==> config.mk <==
export PLATFORM = sky130hd
export DESIGN_NAME = tli_serial_mac
export DESIGN_NICKNAME = d
export VERILOG_FILES = /design/src/rtl/tli_pkg.sv /design/src/rtl/tli_serial_mac.sv
export VERILOG_INCLUDE_DIRS = /design/src /design/src/rtl
export SDC_FILE = /design/constraint.sdc
export NUM_CORES = 1
export LEC_CHECK = 0
export ABC_CLOCK_PERIOD_IN_PS = 7700
export BUFFER_PORTS_ARGS = -buffer_cell sky130_fd_sc_hd__buf_2
export CAP_MARGIN = 10
export CELL_PAD_IN_SITES_DETAIL_PLACEMENT = 1
export CELL_PAD_IN_SITES_GLOBAL_PLACEMENT = 2
export CORE_UTILIZATION = 37
export CTS_CLUSTER_SIZE = 25
export DETAILED_ROUTE_END_ITERATION = 10
export PLACE_DENSITY_LB_ADDON = 0.12
export SETUP_SLACK_MARGIN = 0.2
export SYNTH_ARGS = -nofsm -noshare
export SYNTH_HDL_FRONTEND = slang
export SYNTH_SLANG_ARGS = --single-unit
==> constraint.sdc <==
create_clock -name clk -period 7.7 [get_ports clk]
set_input_delay 0.77 -clock clk [delete_from_list [all_inputs] [get_ports clk]]
set_output_delay 0.77 -clock clk [all_outputs]
set_load 0.05 [all_outputs]
==> src/rtl/table_linear_interpolator_unit_assert.svh <==
// assertion macros shared by the interpolator modules
`ifndef TABLE_LINEAR_INTERPOLATOR_UNIT_ASSERT_SVH
`define TABLE_LINEAR_INTERPOLATOR_UNIT_ASSERT_SVH

// property that must hold whenever the block is out of reset
`define TLI_ASSERT(label, prop, msg) \
    label: assert property (@(posedge clk) disable iff (!rst_n) (prop)) else $error(msg);

// implication checked on the following clock edge
`define TLI_ASSERT_NEXT(label, ante, cons, msg) \
    label: assert property (@(posedge clk) disable iff (!rst_n) (ante) |=> (cons)) \
        else $error(msg);

`endif

==> src/rtl/tli_pkg.sv <==
// ----------------------------------------------------------------------------
// tli_pkg
// widths, status codes and shared types of the table interpolator
// ----------------------------------------------------------------------------
package tli_pkg;

    localparam int MaxRows   = 64;
    localparam int RowBits   = $clog2(MaxRows);
    localparam int CountBits = 7;
    localparam int DataBits  = 32;
    localparam int NumProp   = 7;
    localparam int FracBits  = 17;

    localparam logic [1:0] STATUS_OK    = 2'd0;
    localparam logic [1:0] STATUS_ABOVE = 2'd1;
    localparam logic [1:0] STATUS_BELOW = 2'd2;
    localparam logic [1:0] STATUS_EMPTY = 2'd3;

    localparam logic OP_WRITE = 1'b0;
    localparam logic OP_QUERY = 1'b1;

    typedef logic signed [DataBits-1:0] word_t;
    typedef word_t [NumProp-1:0] prop_vec_t;

    // handshake between sequencer and serial arithmetic unit
    typedef struct packed {
        logic start;
        logic busy;
        logic done;
    } unit_ctl_t;

endpackage

==> src/rtl/tli_serial_mac.sv <==
// ----------------------------------------------------------------------------
// tli_serial_mac
// shift-add multiplier, v_lo + (frac * d) >>> 16, one frac bit a cycle
// ----------------------------------------------------------------------------
module tli_serial_mac
(
    input  logic                         clk,
    input  logic                         rst_n,
    input  logic                         start,
    input  logic [tli_pkg::FracBits-1:0] frac,
    input  tli_pkg::word_t               v_lo,
    input  tli_pkg::word_t               v_hi,
    output logic                         busy,
    output logic                         done,
    output tli_pkg::word_t               result
);
    import tli_pkg::*;

    // accumulator holds (frac[k-1:0]*d) >> k after k steps, low bits into lsb_reg
    logic signed [33:0] acc_reg, acc_next;
    logic [15:0]        lsb_reg;
    logic signed [32:0] d_reg;
    logic [FracBits-1:0] m_reg;
    word_t              lo_reg;
    logic [4:0]         cnt_reg, cnt_next;
    logic               busy_reg, busy_next;
    logic               done_reg, done_next;
    logic signed [34:0] sum;

    always_comb
    begin
        sum       = 35'(acc_reg) + (m_reg[0] ? 35'(d_reg) : 35'sd0);
        acc_next  = acc_reg;
        cnt_next  = cnt_reg;
        busy_next = busy_reg;
        done_next = 1'b0;
        if (start && !busy_reg)
        begin
            acc_next  = '0;
            cnt_next  = 5'(FracBits);
            busy_next = 1'b1;
        end
        else if (busy_reg)
        begin
            acc_next = sum[34:1];
            cnt_next = cnt_reg - 5'd1;
            if (cnt_reg == 5'd1)
            begin
                busy_next = 1'b0;
                done_next = 1'b1;
            end
        end
    end

    always_ff @(posedge clk or negedge rst_n)
    begin
        if (!rst_n)
        begin
            cnt_reg  <= '0;
            busy_reg <= 1'b0;
            done_reg <= 1'b0;
        end
        else
        begin
            cnt_reg  <= cnt_next;
            busy_reg <= busy_next;
            done_reg <= done_next;
        end
    end

    always_ff @(posedge clk)
    begin
        acc_reg <= acc_next;
        if (start && !busy_reg)
        begin
            d_reg  <= 33'(v_hi) - 33'(v_lo);
            m_reg  <= frac;
            lo_reg <= v_lo;
        end
        else if (busy_reg)
        begin
            m_reg   <= m_reg >> 1;
            lsb_reg <= {sum[0], lsb_reg[15:1]};
        end
    end

    // after 17 steps acc = floor(frac*d / 2^17); one bit of lsb_reg restores >>>16
    assign result = word_t'(lo_reg + DataBits'({acc_reg[31:0], lsb_reg[15]}));
    assign busy   = busy_reg;
    assign done   = done_reg;

    `include "table_linear_interpolator_unit_assert.svh"
    `TLI_ASSERT(mac_cnt_idle, busy_reg || (cnt_reg == 5'd0), "mac count left over")
    `TLI_ASSERT_NEXT(mac_done_end, busy_reg && (cnt_reg == 5'd1), done_reg, "mac end missed")
    `TLI_ASSERT(mac_done_excl, !(done_reg && busy_reg), "mac done while busy")

endmodule

== Word level (Yosys, flattened, before mapping) ==
Cells that the tools add are included.
Word-level totals
  output and inout bits: 34
  flip-flop bits (word level): 139
Cells by class
  muxes and demuxes: 11
  equal/unequal tests: 1
  bitwise logic cells: 1
  add/sub/neg operators: 4
  reductions and logical operators: 4
Operators by type and width (count)
  $add 34x35->35: 1
  $mux 35: 1
  $mux 17: 2
  $sub 32x32->33: 1
  $add 32x32->32: 1
  $mux 5: 2
  $mux 1: 6
  $eq 5x1->1 const B: 1
  $sub 5x1->5 const B: 1
  $reduce_and 2->1: 1
  $reduce_bool 2->1: 1
  $logic_and 1x1->1: 1
  $logic_not 1->1: 1
  $not 1->1: 1

== Longest topological paths before layout ==
  depth in word-level cells: 4
  gate-level depth with buffers: 11
  gate-level depth less buffers: 11

== Worst setup path before layout ==
No wires, ideal clock.
  path kind: register to output
  from: register lsb_reg[15]
  to: output port result[24]
  slack: 3.839 ns
  stages on the path, launching flop included: 10
  arrival time: 3.091 ns
  data required time: 6.930 ns
  path through: edfxtp_1 ha_1 fa_1 a21oi_1 o211ai_1 o211ai_1 o311ai_2 a31oi_1 nor3_1 a311oi_1
Between the ends
  word-level cells in the longest chain between the ends: 1
Ends and longest elaborated chain
  from (decl): RTL line tli_serial_mac.sv:21  | logic [15:0] lsb_reg;
  from (signal assigned): RTL line tli_serial_mac.sv:83  | lsb_reg <= {sum[0], lsb_reg[15:1]};
  $add 32x32->32: RTL line tli_serial_mac.sv:88  | assign result = word_t'(lo_reg + DataBits'({acc_reg[31:0], lsb_reg[15]}));
  to (decl): RTL line tli_serial_mac.sv:15  | output tli_pkg::word_t result
No other way between the ends.

== Worst setup path after layout ==
  from: register lsb_reg[15]
  to: output port result[30]
The elaborated chain is that of the path after synthesis.

==> results.ini <==
[critical_path]
critPathTopFamily = compound AO/OA/AOI/OAI gates
crit_type = reg2out
cpPeakStageDelay_ns = 0.43
crit_required_ns = 6.93
rr_worst_depth = 11
cp-end-kind = output port
cpMaxStageDelayCell = fa_1
worstReg2RegStart = m_reg[0]
rrSetupSlack_ns = 4.17
crit_top_cell = o211ai_1
crit_buf_inv = 1
cp_max_fo = 6
r2r_end = acc_reg[29]
start_kind = register
crit_chain = ha_1, fa_1, a21oi_1, o211ai_1, o211ai_1, o311ai_2, a221oi_4, o31ai_1, xor2_1, buf_2
crit_arrival_ns = 3.36

[finish]
insertedDiodeCount = 0
area_growth_pct = 14.94
final_net_count = 1403
final_cell_mix = buf_2, nand2_1, ha_1, a21oi_1, edfxtp_1
nFillCells = 3072
final_util = 0.4374
largest_register_ffs = 34
drive_above_1_share = 0.1642
mostFrequentLayoutCell = buf_2

[clocking]
insertion_delay_ns = 0.42
cts-resized-gates = 0
hold_buffers = 0
clock_sinks = 124
cts_buffers = 17
cts_tree = built
clock-root-buffer = clkbuf_16
clockBufferDepth = 2
clk_pin_slew_ns = 0.06
cts_max_level = 4
cts_setup_buffers = 0

[routing]
wl_per_cell_um = 19.46
dr.first_iter.drc_count = 512
wl_mm = 30.46
drt_pass1_iterations = 7
ant_nets = 0
drc = 5
vias = 8649
avgViaCountPerCell = 5.527

[global_route]
grt_antenna_before_repair = 3
grt_pass1_wl_mm = 48.20
overflow = 0
grt_max_degree = 82
grt_pass1_vias = 8686
grt_use_total = 0.2222

[yosys]
yosysWarnings = 0
synth_cells = 1121
yosysSeqAreaShare = 0.3348
syn-num-nets = 1307
synth_top_area_cell = edfxtp_1
synthFlopType = edfxtp_1
synth_edf_count = 83
netlist_area_um2 = 10000
syn_avg_cell_area_um2 = 8.922
synth_area_leaders = edfxtp_1, ha_1, dfxtp_1
ys_seq_elements = 124
synth_top_area_share = 0.2492
synth.distinct_cells = 86
synthArstFlopShare = 0.05645

[floorplan]
initial_core_util = 0.3806
ios = 118
fp.dieArea_um2 = 27690
dieWidth_um = 166.4
rows = 59
coreArea_um2 = 26280
die_y_um = 166.4

[sta]
worst_slew_pin_slew_ns = 1.097
fmax_mhz = 242.3
rsz0062_at_grt = false
relSlewSlack = 0.2688
min_period_over_period = 0.5361
hold_viol_final = 0
fin_worst_skew_ns = 0.01077
setup_viol = 0
period_minus_slack_ns = 4.128
finalSetupTns_ns = 0
maxSlewViolCount = 0

[power_and_ir_drop]
powerDensity_nw_per_um2 = 488.7
leakagePower_nw = 4.833
vdd_drop_max_uv = 173.6

[run_status]
violations = DRC
status = finished with violations

[place]
gp_congestion = 0.8406
portBuffers = 117
dp_hpwl_mm = 24.03

[flow_run]
cap_violations = 0

[worst_hold_path]
worst_hold_path_type = in2async

-- power by group --
| group | internal, W | switching, W |
|---|---|---|
| Sequential | 0.000949 | 0.000167 |
| Combinational | 0.00119 | 0.00239 |
| Clock | 0.000606 | 0.000311 |
| Total | 0.00275 | 0.00287 |
-- logic make-up (layout without fill, tap and decap cells) --
kind of cell             after synthesis  in the layout  share of synthesized area
AO/OA/AOI/OAI                        337            337                     0.2297
XOR/XNOR                              74             74                    0.06480
adder cells (fa/ha/maj)              102            102                     0.1298
buffers and inverters                112            221                    0.04628
flip-flops                           124            124                     0.3348
multiplexers                          18             18                    0.02001
AND/OR/NAND/NOR                      354            354                     0.1746
-- through the flow --
step	cells	power [W]	worst slack [ns]	hold slack, ns	cell area, µm²
4_1_cts	1565	0.005635	3.547	0.1674	11500
2_1_floorplan	1121	0.003885	3.839	0.4471	10000
3_5_place_dp	1533	0.004690	4.027	0.4838	10840
5_1_grt	1565	0.005994	3.365	0.1766	11500
3_3_place_gp	1533	0.004643	4.045	0.4834	10840
6_report	1565	0.005618	3.572	0.1809	11500
-- worst reg2reg max path, cell delays in order, from the launching register on --
cell and delay, ns:
edfxtp_1 0.86, and2_1 0.23, ha_1 0.17, inv_1 0.06, fa_1 0.41, nor2b_1 0.20
o31a_4 0.18, o311ai_2 0.13, a211oi_1 0.54, o221ai_2 0.22, mux2i_1 0.16, a211o_1 0.27
-- final cells by class --
cell class	instances	area (µm²)	area share
inverters	68	255.2	0.02220
flip-flops and latches	124	3348	0.2913
clock inverters	12	220.2	0.01916
clock buffers	20	436.7	0.03798
well taps	335	419.2	0.03646
multi-input cells	885	6201	0.5394
repair buffers	121	615.6	0.05355
-- layer usage --
layer,track usage,routed length [µm],up-vias
li1,-,-,4316
met5,0,0,-
met3,0.03612,1109,28
met2,0.3433,13200,147
met4,0.05274,369,0
met1,0.3223,15780,4158
-- synthesized netlist by cell type (4+ instances only) --
master    instances
nand2_1         101
ha_1             99
a21oi_1          88
edfxtp_1         83
nor2_1           76
inv_1            67
o21ai_0          66
xnor2_1          43
and2_1           39
dfxtp_1          34
nand3_1          32
xor2_1           31
clkbuf_1         30
a21o_1           27
nand4_1          24
nor3_1           21
o21a_1           17
mux2_2           16
a211oi_1         15
o21ai_1          13
nor2b_1          11
o211ai_1         11
a211o_1          10
a31oi_1          10
buf_2            10
o21bai_1         10
and3_1            9
dfrtp_1           7
nand2b_1          7
a21oi_2           6
nand3b_1          6
or2_2             6
o22ai_1           5
o31ai_1           5
a221oi_1          4
buf_6             4
nor3b_1           4
nor4_1            4
or3_1             4
-- how the worst max path moves through the flow --
stage                      from    endpoint  cells past startpoint
floorplan           lsb_reg[15]  result[24]                      9
global placement    lsb_reg[15]  result[30]                     10
detailed placement  lsb_reg[15]  result[30]                     10
CTS                 lsb_reg[15]  result[30]                     10
global route        lsb_reg[15]  result[26]                     10
finish              lsb_reg[15]  result[30]                     10
No activity file was read; power rests on OpenSTA's default activity.
