`src/rtl/table_linear_interpolator_unit_assert.svh`:
```
// assertion macros shared by the interpolator modules
`ifndef TABLE_LINEAR_INTERPOLATOR_UNIT_ASSERT_SVH
`define TABLE_LINEAR_INTERPOLATOR_UNIT_ASSERT_SVH

// property that must hold whenever the block is out of reset
`define TLI_ASSERT(label, prop, msg) \
    label: assert property (@(posedge clk) disable iff (!rst_n) (prop)) else $error(msg);

// implication checked on the following clock edge
`define TLI_ASSERT_NEXT(label, ante, cons, msg) \
    label: assert property (@(posedge clk) disable iff (!rst_n) (ante) |=> (cons)) \
        else $error(msg);

`endif

```
`src/rtl/tli_pkg.sv`:
```
// ----------------------------------------------------------------------------
// tli_pkg
// widths, status codes and shared types of the table interpolator
// ----------------------------------------------------------------------------
package tli_pkg;

    localparam int MaxRows   = 64;
    localparam int RowBits   = $clog2(MaxRows);
    localparam int CountBits = 7;
    localparam int DataBits  = 32;
    localparam int NumProp   = 7;
    localparam int FracBits  = 17;

    localparam logic [1:0] STATUS_OK    = 2'd0;
    localparam logic [1:0] STATUS_ABOVE = 2'd1;
    localparam logic [1:0] STATUS_BELOW = 2'd2;
    localparam logic [1:0] STATUS_EMPTY = 2'd3;

    localparam logic OP_WRITE = 1'b0;
    localparam logic OP_QUERY = 1'b1;

    typedef logic signed [DataBits-1:0] word_t;
    typedef word_t [NumProp-1:0] prop_vec_t;

    // handshake between sequencer and serial arithmetic unit
    typedef struct packed {
        logic start;
        logic busy;
        logic done;
    } unit_ctl_t;

endpackage

```
`src/rtl/tli_divider.sv`:
```
// ----------------------------------------------------------------------------
// tli_divider
// bit-serial restoring divider, frac = (num << 16) / den, one quotient bit a cycle
// ----------------------------------------------------------------------------
module tli_divider
(
    input  logic                         clk,
    input  logic                         rst_n,
    input  logic                         start,
    input  logic [32:0]                  num,
    input  logic [32:0]                  den,
    output logic                         busy,
    output logic                         done,
    output logic [tli_pkg::FracBits-1:0] quot
);
    import tli_pkg::*;

    localparam int Steps = 49;

    logic [33:0] rem_reg, rem_next;
    logic [48:0] dvd_reg, dvd_next;
    logic [32:0] den_reg;
    logic [5:0]  cnt_reg, cnt_next;
    logic        busy_reg, busy_next;
    logic        done_reg, done_next;
    logic [33:0] shifted;
    logic [34:0] diff;

    always_comb
    begin
        shifted   = {rem_reg[32:0], dvd_reg[48]};
        diff      = {1'b0, shifted} - {2'b0, den_reg};
        rem_next  = rem_reg;
        dvd_next  = dvd_reg;
        cnt_next  = cnt_reg;
        busy_next = busy_reg;
        done_next = 1'b0;
        if (start && !busy_reg)
        begin
            rem_next  = '0;
            dvd_next  = {num[32:0], 16'd0};
            cnt_next  = 6'(Steps);
            busy_next = 1'b1;
        end
        else if (busy_reg)
        begin
            if (!diff[34])
                rem_next = diff[33:0];
            else
                rem_next = shifted;
            dvd_next = {dvd_reg[47:0], !diff[34]};
            cnt_next = cnt_reg - 6'd1;
            if (cnt_reg == 6'd1)
            begin
                busy_next = 1'b0;
                done_next = 1'b1;
            end
        end
    end

    always_ff @(posedge clk or negedge rst_n)
    begin
        if (!rst_n)
        begin
            cnt_reg  <= '0;
            busy_reg <= 1'b0;
            done_reg <= 1'b0;
        end
        else
        begin
            cnt_reg  <= cnt_next;
            busy_reg <= busy_next;
            done_reg <= done_next;
        end
    end

    always_ff @(posedge clk)
    begin
        rem_reg <= rem_next;
        dvd_reg <= dvd_next;
        if (start && !busy_reg)
            den_reg <= den;
    end

    assign busy = busy_reg;
    assign done = done_reg;
    assign quot = dvd_reg[FracBits-1:0];

    `include "table_linear_interpolator_unit_assert.svh"
    `TLI_ASSERT(div_cnt_idle, busy_reg || (cnt_reg == 6'd0), "divider count left over")
    `TLI_ASSERT_NEXT(div_done_end, busy_reg && (cnt_reg == 6'd1), done_reg && !busy_reg, "divider end missed")
    `TLI_ASSERT(div_done_excl, !(done_reg && busy_reg), "divider done while busy")

endmodule

```
`config.mk`:
```
export PLATFORM = sky130hd
export DESIGN_NAME = tli_divider
export DESIGN_NICKNAME = d
export VERILOG_FILES = /design/src/rtl/tli_pkg.sv /design/src/rtl/tli_divider.sv
export VERILOG_INCLUDE_DIRS = /design/src /design/src/rtl
export SDC_FILE = /design/constraint.sdc
export NUM_CORES = 1
export LEC_CHECK = 0
export ABC_CLOCK_PERIOD_IN_PS = 5450
export BUFFER_PORTS_ARGS = -buffer_cell sky130_fd_sc_hd__buf_4
export CAP_MARGIN = 20
export CELL_PAD_IN_SITES_DETAIL_PLACEMENT = 2
export CELL_PAD_IN_SITES_GLOBAL_PLACEMENT = 2
export CORE_MARGIN = 10
export CORE_UTILIZATION = 40
export DETAILED_ROUTE_END_ITERATION = 8
export PLACE_DENSITY = 0.92
export SLEW_MARGIN = 20
export SYNTH_ARGS = -nofsm -noshare
export SYNTH_HDL_FRONTEND = slang
export SYNTH_SLANG_ARGS = --single-unit
export TNS_END_PERCENT = 30
```
`constraint.sdc`:
```
create_clock -name clk -period 5.45 [get_ports clk]
set_clock_uncertainty 0.1 [all_clocks]
set_input_delay 1.09 -clock clk [delete_from_list [all_inputs] [get_ports clk]]
set_output_delay 1.09 -clock clk [all_outputs]
set_load 0.01 [all_outputs]
```
Yosys cells after proc, flatten, opt, wreduce, memory -nomap -nowiden --
Cells that the tools add are included.
Word-level totals: logic and storage cells 25, register bits 123, output and inout bits 19, input port bits 69
Cells by class: add/sub/neg operators 2, muxes and demuxes 11, reductions and logical operators 4, equal/unequal tests 1
Operators with widths (number):
- $mux 49 | 2
- $sub 34x33->35 | 1
- $mux 33 | 1
- $mux 6 | 2
- $eq 6x1->1 const B | 1
- $mux 1 | 6
- $sub 6x1->6 const B | 1
- $logic_not 1->1 | 2
- $reduce_bool 2->1 | 1
- $logic_and 1x1->1 | 1

Depth between registers and ports, before layout --
depth after elaboration 4, gate-level depth with buffers 14, gate-level depth less buffers 13

Worst setup path before layout --
No wires, ideal clock.
path type input port to flip-flop, from input start, to register den_reg[0] (enable), data arrival time 2.588 ns, cell stages on the path 3, data required time 4.940 ns, library setup time 0.410 ns, buffers on the path 1, setup slack 2.352 ns, cells stage by stage inv_1 > nor2_1 > clkbuf_1
Between the ends: longest elaborated chain between the ends 1
RTL lines:
- start: declaration | line tli_divider.sv:9 | input logic start,
- $logic_and 1x1->1 | line tli_divider.sv:81 | if (start && !busy_reg)
- end signal: assignment | line tli_divider.sv:82 | den_reg <= den;
- end: declaration | line tli_divider.sv:22 | logic [32:0] den_reg;
Every way passes these cells. A chain may end at the register's enable or synchronous reset.

Final worst setup path --
from register den_reg[21], to register rem_reg[11]
Between the ends: longest elaborated chain between the ends 2
RTL lines:
- $sub 34x33->35 | line tli_divider.sv:32 | diff = {1'b0, shifted} - {2'b0, den_reg};
- $mux 33 | line tli_divider.sv:47 | if (!diff[34])
- end signal: assignment | line tli_divider.sv:79 | rem_reg <= rem_next;
- end: declaration | line tli_divider.sv:20 | logic [33:0] rem_reg, rem_next;
Every way passes these cells.

==> metrics.md <==
| Metric | Value |
|---|---|
| Antenna violations before repair | `0` |
| FFs w/ async S/R, synth | `6.504%` |
| Final ANT Viol Nets | `0` |
| Ys Warns | `0` |
| Final worst path period need | `3.859 ns` |
| Drc violations | `0` |
| Post-CTS sizing | `0` |
| Most common cell after layout, fill and taps aside | `buf_4` |
| Pre-CTS WS | `1.759 ns` |
| CTS sink cnt | `123` |
| WP data arrival | `4.07 ns` |
| Clk Latency, worst-skew pair | `0.43 ns` |
| H-tree lvl count | `4` |
| Number of I/O pins | `88` |
| Reg-to-Reg End | `rem_reg[11]` |
| Clk root buf | `clkbuf_16` |
| Syn_nets | `777` |
| Mean Syn Cell Area | `9.911 um2` |
| Area leader, netlist | `edfxtp_1` |
| Synth top area cells | `edfxtp_1, dfxtp_1, ha_1` |
| DRT iter0 DRCs | `229` |
| Filler Cells Inserted | `1,720` |
| Setup WS post-layout | `1.591 ns` |
| Endpoint class of the critical path | `register` |
| Hold Fails Final Rpt | `0` |
| CTS Buf Count | `17` |
| Core ar. | `0.01647 mm2` |
| Final Max Slew Viols | `0` |
| Max frequency | `259.1 MHz` |
| ANT cells | `0` |
| Register area share after synthesis | `47.49%` |
| Final #Nets | `843` |
| Post-synth top flop | `edfxtp_1` |
| Drt total wl | `21,190 um` |
| Reg2Reg Depth | `12` |
| Worst Hold Class | `input pin to async pin` |
| Crit start category | `register` |
| Syn Inst Count | `672` |
| Post-synth top area share | `29.76%` |
| Setup TNS | `0 ns` |
| Fin crit share | `70.81%` |
| Netlist cell types | `66` |
| Status | `finished, final reports clean` |
| Post-DP HPWL | `14,830 um` |
| Post-CTS Setup Inserts | `0` |
| Total congestion overflow | `0` |
| Worst-case clock buffer depth | `2` |
| Register-to-register setup slack | `1.59 ns` |
| Leak | `3.463 nW` |
| Max reg flops | `49` |
| Initial Util | `40.45%` |
| Max-cap violations | `0` |
| Routed vias/inst | `5.562` |
| Routability cong. | `0.8957` |
| Gr usage total | `19.54%` |
| Reg clk slew, reported paths | `0.06 ns` |
| Row count | `47` |
| Drt pass-1 iters | `6` |
| Die area | `0.02221 mm2` |
| Pwr/cell area | `681.3 mW/mm2` |
| Peak supply drop | `0.3600 mV` |
| EDFF count, synth | `66` |
| Largest net degree at the start of global routing | `55` |
| Worst path required time | `5.66 ns` |
| Final setup fails | `0` |
| #FFs+latches synth | `123` |
| Worst Hold Slack | `0.3695 ns` |
| Slew @ Worst Pin | `0.9498 ns` |
| # hold bufs at CTS | `0` |
| CP max FO | `29` |
| R2R Path Start | `den_reg[21]` |
| Most frequent cells in the layout | `buf_4, nand2_1, edfxtp_1, dfxtp_1, a21oi_1` |
| Area Overhead vs Synth | `20.55%` |
| WL/cell | `21.82 um` |
| Via count | `5,401` |
| Unrepaired setup endpoints after global routing | `no` |
| Worst slew margin | `36.68%` |
| IO buf count | `87` |
| Kind of critical path | `register to register` |
| Layout cells sized above 1 | `18.77%` |
| Mapped cell area | `0.006660 mm2` |
| Chip width | `149.0 um` |
| CTS tree | `done` |
| First-pass GRT wire length | `34,470 um` |
| Vert. Die Dim | `149.0 um` |
| Vias in the first global route | `6,266` |
## metrics by stage
step                power [mW]  std cells  util [%]  cell area (um2)
global placement         3.964        938     44.86             7387
global route             5.859        971     48.76             8029
floorplan                3.541        672         -             6660
finish                   5.471        971     48.76             8029
CTS                      5.509        970     48.64             8009
detailed placement       4.207        938     44.86             7387
## how the worst max path moves through the flow
stage,from,to,slack [ns],cells after the start
global route,den_reg[21],rem_reg[11],1.23,12
CTS,den_reg[21],rem_reg[11],1.56,12
global placement,dvd_reg[48],rem_reg[11],1.96,14
finish,den_reg[21],rem_reg[11],1.59,12
floorplan,start,den_reg[0],2.35,3
detailed placement,den_reg[21],rem_reg[11],1.76,12
## worst max-delay path, cell delays in order, from the launching register on
cell and delay [ns]:
edfxtp_1 0.32, inv_1 0.04, ha_1 0.47, nand3_2 0.16
o221ai_1 0.19, a21oi_1 0.13, o32ai_1 0.37, nor2_1 0.17
a31oi_4 0.80, buf_4 0.43, mux2i_1 0.23, nor2_1 0.07
a31o_2 0.24
## metal layers
metal | global-route usage (%) | routed length (um) | vias to the layer above
li1 | - | - | 2545
met1 | 22.21 | 8936 | 2725
met2 | 34.36 | 10890 | 99
met3 | 5.218 | 890 | 32
met4 | 7.115 | 471 | 0
met5 | 0 | 0 | -
## Yosys cell counts (3+ instances only)
master and number:
nand4_1 5, a22o_1 38, a31oi_1 3, clkbuf_1 20, xor2_1 5, dfrtp_1 8, a211o_1 3, xnor2_1 23
o21ai_1 16, nand2_1 82, nand3b_1 3, o21bai_1 5, inv_1 46, o22ai_1 3, dfxtp_1 49, a31o_1 6
a21o_1 12, buf_1 3, o211ai_1 3, ha_1 35, mux2i_1 20, nand3_1 10, o21a_1 3, nor2b_1 4
buf_4 18, nor2_1 43, a21oi_1 48, o221ai_1 5, nor3_1 8, nand2b_1 5, o21ai_0 29, buf_2 6
edfxtp_1 66
## cell type report
class | instances | area [um2] | share of cell area (%)
repair buffers | 95 | 725.7 | 9.038
clock inverters | 12 | 153.9 | 1.917
multi-input cells | 454 | 3065 | 38.18
inverters | 47 | 176.4 | 2.197
well taps | 220 | 275.3 | 3.428
flip-flops and latches | 123 | 3164 | 39.41
clock buffers | 20 | 467.9 | 5.828
## cells by family (layout without fill, tap and decap cells)
family | after synthesis | after routing | synth area share (%)
buffers and inverters | 95 | 174 | 6.594
AOI/OAI and AO/OA | 199 | 199 | 21.04
muxes | 20 | 20 | 3.006
DFF | 123 | 123 | 47.49
xor gates and xnor gates | 28 | 28 | 3.682
and+or+nand+nor | 171 | 171 | 11.31
adders and majority gates | 36 | 36 | 6.876
## power breakdown
group,leakage (nW),internal (mW),total [mW],switching (mW)
Sequential,1.17,1.40,1.67,0.271
Combinational,1.98,1.13,2.58,1.44
Clock,0.312,0.763,1.22,0.453
Total,3.46,3.30,5.47,2.17
Power figures use the tool's default switching activity.
